$ cat src/hdl/pojt_ram.sv
// ----------------------------------------------------------------------------
// pojt_ram
// Generic simple dual-port RAM, one write and one registered read port.
// ----------------------------------------------------------------------------
module pojt_ram #(
  parameter int WIDTH = 8,
  parameter int DEPTH = 64
) (
  input  logic                     clk,
  input  logic                     we,
  input  logic [$clog2(DEPTH)-1:0] waddr,
  input  logic [WIDTH-1:0]         wdata,
  input  logic                     re,
  input  logic [$clog2(DEPTH)-1:0] raddr,
  output logic [WIDTH-1:0]         rdata
);
  logic [WIDTH-1:0] mem [DEPTH];

  always_ff @(posedge clk) begin
    if (we) begin
      mem[waddr] <= wdata;
    end
    if (re) begin
      rdata <= mem[raddr];
    end
  end
endmodule

$ cat config.mk
export PLATFORM = sky130hd
export DESIGN_NAME = pojt_ram
export DESIGN_NICKNAME = d
export VERILOG_FILES = /design/src/hdl/pojt_ram.sv
export SDC_FILE = /design/constraint.sdc
export NUM_CORES = 1
export LEC_CHECK = 0
export CAP_MARGIN = 20
export CORE_MARGIN = 4
export CORE_UTILIZATION = 44
export CTS_CLUSTER_SIZE = 10
export DETAILED_ROUTE_END_ITERATION = 12
export DONT_BUFFER_PORTS = 1
export GPL_TIMING_DRIVEN = 0
export SETUP_SLACK_MARGIN = 0.2
export SLEW_MARGIN = 20
export SYNTH_ARGS = -nofsm -noshare
export SYNTH_HDL_FRONTEND = slang
export SYNTH_SLANG_ARGS = --single-unit
$ cat constraint.sdc
create_clock -name clk -period 3.5 [get_ports clk]
set_input_delay 0 -clock clk [delete_from_list [all_inputs] [get_ports clk]]
set_output_delay 0 -clock clk [all_outputs]
set_load 0.01 [all_outputs]
==> results.py, run 1 <==
metrics = {
    "setup_path": {
        "crit_path_start_kind": "input pin",
        "endpoint_kind": "register",
        "cp.arrival_ns": 3.15,
        "path_cells": "buf_4 -> buf_2 -> buf_4 -> buf_2 -> nand3_1 -> o221ai_1 -> a21oi_1 -> o21ai_1 -> o41ai_1 -> dlygate4sd3_1",
        "critPathSlowestCell": "dlygate4sd3_1",
        "cpPeakStageDelay_ns": 0.60,
        "crit_path_max_fanout": 10,
        "path_class": "in2reg",
        "critPathRequiredTime_ns": 3.84,
        "ff2ff_setup_slack_ns": 0.85,
    },
    "status": {
        "status": "completed",
    },
    "power": {
        "p_leak_uw": 0.00704,
        "power_density_nw_per_um2": 559,
        "peakVddDrop_mv": 0.348,
        "power_uw": 12800,
    },
    "global_routing": {
        "groute.usage.overall_pct": 20.1,
        "grt_max_degree": 65,
        "grt_pass1_wl_um": 71400,
        "grt_overflow_total": 0,
        "grt_pass1_vias": 9931,
        "antenna_found_initial": 7,
    },
    "clocking": {
        "cts-root-buf": "clkbuf_16",
        "clock_latency_ns": 0.61,
        "clk_pin_slew_ns": 0.05,
        "clockBufferDepth": 3,
        "cts_buffers": 58,
        "cts_num_sinks": 520,
        "cts_max_level": 2,
        "cts_resized": 0,
        "cts_tree": "built",
    },
    "logic_synthesis": {
        "ys_ff_latch": 520,
        "synthCells": 940,
        "synth_nets": 963,
        "synth-seq-area-share_pct": 77.1,
        "postSynthAreaPerCell_um2": 21.5,
        "syn_area_um2": 20200,
        "yosys_warnings": 0,
        "yosysUniqueCellTypes": 39,
    },
    "floorplanning": {
        "core_region_area_um2": 45500,
        "start_util_pct": 44.5,
        "rows": 78,
        "boundaryPins": 31,
        "fp.dieW_um": 223,
        "die-area_um2": 49500,
        "die_y_um": 223,
    },
    "worst_hold_path": {
        "worstHoldPathType": "in2reg",
    },
    "placement": {
        "io_buffers": 0,
        "globalplace.congestion": 0.877,
        "hpwl_um": 31100,
    },
    "sta": {
        "fin_crit_ns": 2.80,
        "relSlewSlack_pct": 23.4,
        "grt_setup_unrepaired": "no",
        "finalSetupTns_ns": 0,
        "post-route-period-util_pct": 80.1,
        "slew_violations": 0,
        "worst_pin_slew_ns": 1.15,
        "max_clock_freq_ghz": 0.357,
        "finalHoldViolations": 0,
        "setup_viol": 0,
        "skew_ns": 0.0200,
    },
    "finish": {
        "drive_above_1_share_pct": 23.6,
        "regArea_um2": 15600,
        "syn_to_final_growth_pct": 13.0,
        "nNetsFinal": 1045,
        "fillers": 3661,
        "multi_input_area_um2": 4330,
    },
    "job": {
        "maxCapViolCount": 0,
    },
    "detailed_routing": {
        "drc": 0,
        "num_vias": 9760,
        "viasPerCell": 6.00,
        "drt_iter0_markers": 1248,
        "totalWireLength_um": 49700,
        "firstDrtPassIters": 7,
        "wl_per_cell_um": 30.5,
        "antenna_left": 0,
    },
}
synthesized netlist by cell type (all sizes together):
master	number	area, um2
buf	34	253
mux2	13	146
edfxtp	520	15600
nand3	13	65.1
nand3b	3	22.5
a22oi	3	22.5
o41ai	2	17.5
a211oi	4	30.0
nand4b	1	8.76
o32ai	2	17.5
nor4	2	12.5
o21a	2	15.0
o221a	2	22.5
nand4	2	12.5
clkbuf	17	63.8
mux4	126	2840
o2bb2ai	3	26.3
a31oi	1	6.26
o22ai	8	50.1
nor2	83	312
a221oi	6	52.6
mux2i	23	230
and2	1	6.26
o221ai	8	70.1
nor2b	14	87.6
a21oi	3	15.0
nor3	7	35.0
nand2	19	71.3
nand2b	7	43.8
o2111ai	3	26.3
o311ai	1	8.76
o21ai	4	20.0
a2111oi	2	17.5
or3	1	6.26
cell families after synthesis:
| group | synth area share [%] |
|---|---|
| buffers and inverters | 1.56 |
| AOI/OAI and AO/OA | 2.06 |
| and+or+nand+nor | 3.37 |
| DFF | 77.1 |
| muxes | 15.9 |
flip-flops by register name, indices dropped and copies added (netlist names):
signal	count
mem	512
rdata	8
cells in the final DEF, fill, tap and decap left out, types with 6 or more instances in the layout:
| cell | instances |
|---|---|
| nor2_1 | 83 |
| mux2i_1 | 23 |
| o22ai_1 | 8 |
| buf_4 | 13 |
| mux4_2 | 126 |
| a221oi_1 | 6 |
| buf_16 | 8 |
| mux2_2 | 13 |
| nand3_1 | 13 |
| nand2_1 | 19 |
| buf_2 | 11 |
| clkbuf_16 | 59 |
| edfxtp_1 | 520 |
| clkbuf_1 | 20 |
| o221ai_1 | 8 |
| dlygate4sd3_1 | 14 |
| nand2b_1 | 7 |
| nor2b_1 | 14 |
worst max-delay path, delay by kind of cell:
kind | cells | cell delay [ns]
compound gates | 4 | 0.79
buf+inv | 5 | 1.88
simple gates | 1 | 0.44
per-stage QoR:
| stage | setup slack, ns | instance area, um2 | std cells | hold slack [ns] | util, % |
|---|---|---|---|---|---|
| after CTS | 0.766 | 22900 | 1626 | 0.00367 | 50.3 |
| final | 0.696 | 22900 | 1627 | 0.0629 | 50.3 |
| after floorplan | 1.67 | 20200 | 940 | 0.0989 | - |
| after global routing | 0.602 | 22900 | 1627 | 0.00598 | 50.3 |
| after global placement | 0.446 | 21000 | 1540 | 0.105 | 46.2 |
| after detailed placement | 0.397 | 21000 | 1540 | 0.106 | 46.2 |
metal layers:
| metal | vias to the layer above | GRT usage, % | share of wire [%] |
|---|---|---|---|
| met5 | - | 0 | 0.097 |
| met4 | 8 | 5.89 | 2.8 |
| met3 | 94 | 5.50 | 8.9 |
| met2 | 435 | 30.3 | 46 |
| li1 | 4069 | - | - |
| met1 | 5154 | 29.2 | 42 |
final cells by class:
cell class	count	area share, %
flip-flops and latches	520	68.3
diodes	1	0.0109
well taps	600	3.28
plain buffers	51	1.38
repair buffers	22	1.58
clock buffers	62	6.50
clock inverters	2	0.0766
multi-input cells	369	18.9
final timing paths:
kind | start | to | cells after the start
worst max register to register | mem[50][3] | rdata[3] | 5
worst min register to register | mem[4][7] | rdata[7] | 4
worst max-delay path | raddr[1] | rdata[3] | 10
worst min-delay path | raddr[4] | rdata[5] | 3
report_power, final:
group	switching (uW)	leakage [uW]	total, uW	internal [uW]
combinational	441	0.00161	707	266
sequential	16.8	0.00469	6930	6910
clock	2210	0.000740	5160	2950
what timing repair did:
| item | CTS | global route |
|---|---|---|
| endpoints found under the setup margin | 0 | 0 |
| hold endpoints to repair | 574 | 0 |
| setup buffers | 0 | 0 |
| hold buffers | 22 | 0 |
Note: power is estimated with default switching activity, not from simulation.
==> run 2, diff against run 1 <==
--- a/config.mk
+++ b/config.mk
@@ -5,6 +5,7 @@
 export SDC_FILE = /design/constraint.sdc
 export NUM_CORES = 1
 export LEC_CHECK = 0
+export ABC_AREA = 1
 export CAP_MARGIN = 20
 export CORE_MARGIN = 4
 export CORE_UTILIZATION = 44
==> constraint.sdc (replaced) <==
create_clock -name clk -period 2.8 [get_ports clk]
set_input_delay 0 -clock clk [delete_from_list [all_inputs] [get_ports clk]]
set_output_delay 0 -clock clk [all_outputs]
set_load 0.01 [all_outputs]
==> results.py, run 2 <==
metrics = {
    "status": {
        "status": "completed",
    },
    "setup_path": {
        "endpoint_kind": "register",
        "cpPeakStageDelay_ns": 0.96,
        "cp.arrival_ns": 2.15,
        "path_class": "in2reg",
        "crit_path_max_fanout": 9,
        "path_cells": "clkbuf_1 -> inv_1 -> nand4_1 -> nor2_1",
        "critPathSlowestCell": "nor2_1",
        "critPathRequiredTime_ns": 3.04,
        "crit_path_start_kind": "input pin",
    },
    "detailed_routing": {
        "viasPerCell": 5.76,
        "num_vias": 14500,
        "firstDrtPassIters": 5,
        "drt-met1-wl_um": 27400,
        "drc": 0,
        "antenna_left": 0,
        "wl_per_cell_um": 25.2,
        "wl_met2_um": 28700,
        "totalWireLength_um": 63500,
        "dr_wl_met3_um": 5780,
        "top_layer": "met5",
        "drt_iter0_markers": 1999,
    },
    "sta": {
        "slew_violations": 0,
        "max_clock_freq_ghz": 0.522,
        "post-route-period-util_pct": 68.5,
        "grt_setup_unrepaired": "no",
        "fin_crit_ns": 1.92,
        "worst_pin_slew_ns": 1.15,
        "setup_viol": 0,
        "fin_hold_ws_ns": 0.0536,
        "finalHoldViolations": 0,
        "skew_ns": 0.0208,
        "setup_slack_ns": 0.883,
        "relSlewSlack_pct": 22.8,
    },
    "logic_synthesis": {
        "yosysUniqueCellTypes": 15,
        "postSynthAreaPerCell_um2": 11.9,
        "yosysTopAreaCellShare_pct": 72.9,
        "synth_nets": 1828,
        "yosys.area.top_type": "edfxtp_1",
        "synth_xor_area_share_pct": 0,
        "syn_area_um2": 21400,
        "ys_ff_latch": 520,
        "ys.flop_type": "edfxtp_1",
        "synth_commonest_cells": "nand2_1, edfxtp_1, nand3_1",
        "synth_edf_count": 520,
        "synthAdderAreaFrac_pct": 0,
        "synthSimpleGateAreaFrac_pct": 23.1,
        "muxShareOfSynthArea_pct": 0,
        "synthCells": 1805,
        "synth_compound_area_share_pct": 0,
        "synth-seq-area-share_pct": 72.9,
        "yosys_warnings": 0,
        "synthTopCellsByArea": "edfxtp_1, nand2_1, nand3_1, buf_6, nor2_1",
        "synth_most_common_cell": "nand2_1",
        "synth_top_family_by_area": "simple AND/OR/NAND/NOR gates",
        "async_flop_share_pct": 0,
    },
    "finish": {
        "nNetsFinal": 1915,
        "final_common_cell": "nand2_1",
        "multi_input_area_um2": 5000,
        "largest_reg_flops": 512,
        "syn_to_final_growth_pct": 12.9,
        "regMostFlops": "mem",
        "instances_no_fill": 2518,
        "stdcell_area_um2": 24200,
        "regArea_um2": 15600,
        "layout_common_cells": "nand2_1, edfxtp_1, nand3_1",
        "drive_above_1_share_pct": 9.46,
        "reg_top3": "mem (512), rdata (8)",
        "fillers": 4164,
    },
    "global_routing": {
        "grt_pass1_vias": 13600,
        "grt_pass1_wl_um": 92000,
        "grt_overflow_total": 0,
        "groute.usage.overall_pct": 23.9,
        "antenna_found_initial": 2,
        "grt_max_degree": 65,
    },
    "power": {
        "peakVddDrop_mv": 0.464,
        "p_leak_uw": 0.00869,
        "power_density_nw_per_um2": 683,
    },
    "placement": {
        "hpwl_um": 41900,
        "pre_cts_ws_ns": 0.203,
        "io_buffers": 0,
        "globalplace.congestion": 0.909,
        "dpl_cell_area_um2": 22300,
        "dp_cells": 2428,
    },
    "floorplanning": {
        "fp.dieW_um": 229,
        "die_y_um": 229,
        "core_region_area_um2": 47900,
        "boundaryPins": 31,
        "die-area_um2": 52300,
        "rows": 80,
        "start_util_pct": 44.7,
    },
    "clocking": {
        "clk_pin_slew_ns": 0.06,
        "cts_tree": "built",
        "clockBufferDepth": 3,
        "ctsHoldBuffers": 17,
        "cts_num_sinks": 520,
        "cts-root-buf": "clkbuf_16",
        "cts_max_level": 2,
        "cts_resized": 0,
        "clock_latency_ns": 0.61,
        "postCtsSetupBuffers": 0,
        "cts_buffers": 59,
    },
    "job": {
        "maxCapViolCount": 0,
    },
    "worst_hold_path": {
        "worstHoldPathType": "in2reg",
    },
}
[run 2: through the flow]
stage          util, %  total power (uW)  TNS [ns]
5_1_grt           50.4             17000         0
6_report          50.4             16500         0
3_5_place_dp      46.5              9770         0
3_3_place_gp      46.3              9760     -1.55
4_1_cts           50.4             16600         0
2_1_floorplan        -              9420         0
[run 2: cell families (layout without fill, tap and decap cells)]
kind of cell | after synthesis | after routing
flip-flops | 520 | 520
buffers and inverters | 125 | 222
AND/OR/NAND/NOR | 1160 | 1160
other | 0 | 1
[run 2: final timing paths]
path / start / end / slack (ns) / cells past startpoint
max: waddr[1] / mem[36][7] / 0.88 / 4
min: raddr[5] / rdata[0] / 0.05 / 3
min reg2reg: mem[40][0] / rdata[0] / 0.94 / 8
max reg2reg: mem[35][1] / rdata[1] / 1.26 / 8
[run 2: worst max-delay path: cells and delay by family]
family,cells,cell delay (ns)
buffers and inverters,2,0.54
and+or+nand+nor,2,1.61
[run 2: power by group]
| part | internal [uW] | total, uW | leakage [uW] | switching, uW |
|---|---|---|---|---|
| clock | 3820 | 6680 | 0.000770 | 2860 |
| sequential | 8640 | 8660 | 0.00469 | 24.5 |
| combinational | 316 | 1160 | 0.00324 | 845 |
| total | 12800 | 16500 | 0.00869 | 3730 |
[run 2: area by class of cell]
cell class / count / share of cell area (%)
multi-input cells: 1160 / 20.7
well taps: 615 / 3.18
repair buffers: 26 / 1.53
flip-flops and latches: 520 / 64.6
plain buffers: 113 / 3.34
clock inverters: 3 / 0.0724
inverters: 12 / 0.207
clock buffers: 68 / 6.42
diodes: 1 / 0.0103
[run 2: routing by layer]
| layer | up-vias | global-route usage (%) |
|---|---|---|
| li1 | 6515 | - |
| met1 | 7194 | 35.2 |
| met2 | 701 | 36.6 |
| met3 | 101 | 4.56 |
| met4 | 2 | 6.56 |
| met5 | - | 0 |
==> run 3, diff against run 2 <==
==> constraint.sdc (replaced) <==
create_clock -name clk -period 1.8 [get_ports clk]
set_input_delay 0 -clock clk [delete_from_list [all_inputs] [get_ports clk]]
set_output_delay 0 -clock clk [all_outputs]
set_load 0.01 [all_outputs]
==> results.py, run 3 (same netlist as run 2, synthesis figures left out) <==
metrics = {
    "sta": {
        "fin_crit_ns": 1.74,
        "relSlewSlack_pct": 44.0,
        "finalSetupTns_ns": 0,
        "max_clock_freq_ghz": 0.573,
        "setup_viol": 0,
        "post-route-period-util_pct": 96.9,
        "worst_pin_slew_ns": 0.837,
        "slew_violations": 0,
        "fin_hold_ws_ns": 0.0620,
        "finalHoldViolations": 0,
        "grt_setup_unrepaired": "yes",
        "skew_ns": 0.0206,
    },
    "global_routing": {
        "grt_pass1_wl_um": 92100,
        "grt_max_degree": 65,
        "groute.usage.overall_pct": 23.9,
        "antenna_found_initial": 2,
        "grt_pass1_vias": 13600,
        "grt_overflow_total": 0,
    },
    "detailed_routing": {
        "viasPerCell": 5.76,
        "num_vias": 14500,
        "top_layer": "met5",
        "wl_met2_um": 29100,
        "wl_per_cell_um": 25.2,
        "drt_iter0_markers": 1820,
        "drc": 0,
        "totalWireLength_um": 63600,
        "dr_wl_met3_um": 5870,
        "antenna_left": 0,
        "firstDrtPassIters": 5,
        "drt-met1-wl_um": 27200,
    },
    "setup_path": {
        "crit_path_start_kind": "input pin",
        "rr_endpoint": "rdata[3]",
        "ff2ff_setup_slack_ns": 0.27,
        "path_class": "in2reg",
        "crit_path_max_fanout": 9,
        "critPathRequiredTime_ns": 2.03,
        "ff2ff_path_depth": 8,
        "rr_startpoint": "mem[51][3]",
        "endpoint_kind": "register",
        "cp.arrival_ns": 1.97,
    },
    "clocking": {
        "cts-root-buf": "clkbuf_16",
        "clock_latency_ns": 0.61,
        "cts_max_level": 2,
        "cts_num_sinks": 520,
        "cts_buffers": 59,
        "clockBufferDepth": 3,
        "cts_tree": "built",
        "clk_pin_slew_ns": 0.06,
    },
    "finish": {
        "instances_no_fill": 2525,
        "largest_reg_flops": 512,
        "syn_to_final_growth_pct": 13.8,
        "final_common_cell": "nand2_1",
        "stdcell_area_um2": 24400,
        "drive_above_1_share_pct": 12.1,
        "nNetsFinal": 1922,
        "regMostFlops": "mem",
        "layout_common_cells": "nand2_1, edfxtp_1, nand3_1",
        "finish.utilization_pct": 50.9,
        "reg_top3": "mem (512), rdata (8)",
    },
    "floorplanning": {
        "fp.dieW_um": 229,
        "rows": 80,
        "core_region_area_um2": 47900,
        "boundaryPins": 31,
        "start_util_pct": 44.7,
        "die_y_um": 229,
        "die-area_um2": 52300,
    },
    "placement": {
        "hpwl_um": 41900,
        "io_buffers": 0,
        "dp_cells": 2428,
        "dpl_cell_area_um2": 22300,
        "globalplace.congestion": 0.909,
    },
    "job": {
        "maxCapViolCount": 0,
    },
    "worst_hold_path": {
        "worstHoldPathType": "in2reg",
        "holdPathStages": 3,
        "min_to": "rdata[0]",
        "hold_start": "raddr[5]",
    },
    "status": {
        "status": "completed",
    },
    "power": {
        "p_leak_uw": 0.00872,
        "power_density_nw_per_um2": 1050,
        "peakVddDrop_mv": 0.724,
    },
}
## run 3: final cells by class
| type | instances | area (um2) |
|---|---|---|
| Antenna cell | 1 | 2.50 |
| Timing Repair Buffer | 33 | 418 |
| Clock buffer | 68 | 1550 |
| Inverter | 12 | 50.0 |
| Buffer | 113 | 808 |
| Fill cell | 4139 | 23600 |
| Clock inverter | 3 | 17.5 |
| Multi-Input combinational cell | 1160 | 5150 |
| Tap cell | 615 | 769 |
| Sequential cell | 520 | 15600 |
## run 3: per-layer routing
metal	up-vias	global-route usage [%]
met3	101	4.62
met1	7182	34.9
met2	728	37.1
met4	2	6.28
li1	6532	-
met5	-	0
## run 3: worst max path at each step
stage                   from         end  slack [ns]  cells past startpoint
floorplan                 we  mem[48][0]        0.03                      3
global placement          we  mem[51][5]       -1.09                      3
detailed placement  waddr[0]  mem[28][2]       -0.80                      4
CTS                 waddr[1]  mem[44][6]        0.01                      4
global route        waddr[0]  mem[34][2]        0.02                      4
finish              waddr[2]  mem[19][7]        0.06                      4
## run 3: timing repair
action                                 CTS  global route
pin swaps                                0             2
hold buffers                            17             0
endpoints found under the hold margin  520             0
buffers inserted                         0             8
setup endpoints to repair              328           392
gates resized for setup                 27            26
## run 3: power breakdown
part / total, uW / internal [uW] / switching [uW] / leakage (uW)
clock network: 10400 / 5950 / 4430 / 0.000770
registers: 13500 / 13400 / 37.6 / 0.00469
logic: 1830 / 500 / 1330 / 0.00326
total: 25700 / 19900 / 5800 / 0.00872
## run 3: stage by stage
step / power, uW / worst slack (ns)
floorplan: 14700 / 0.0339
global placement: 15200 / -1.09
detailed placement: 15200 / -0.797
CTS: 25800 / 0.0110
global route: 26400 / 0.0203
finish: 25700 / 0.0562
## run 3: critical path: stages
cell	delay [ns]
clkbuf_1	0.22
inv_1	0.30
nand4_1	0.58
nor2_1	0.87
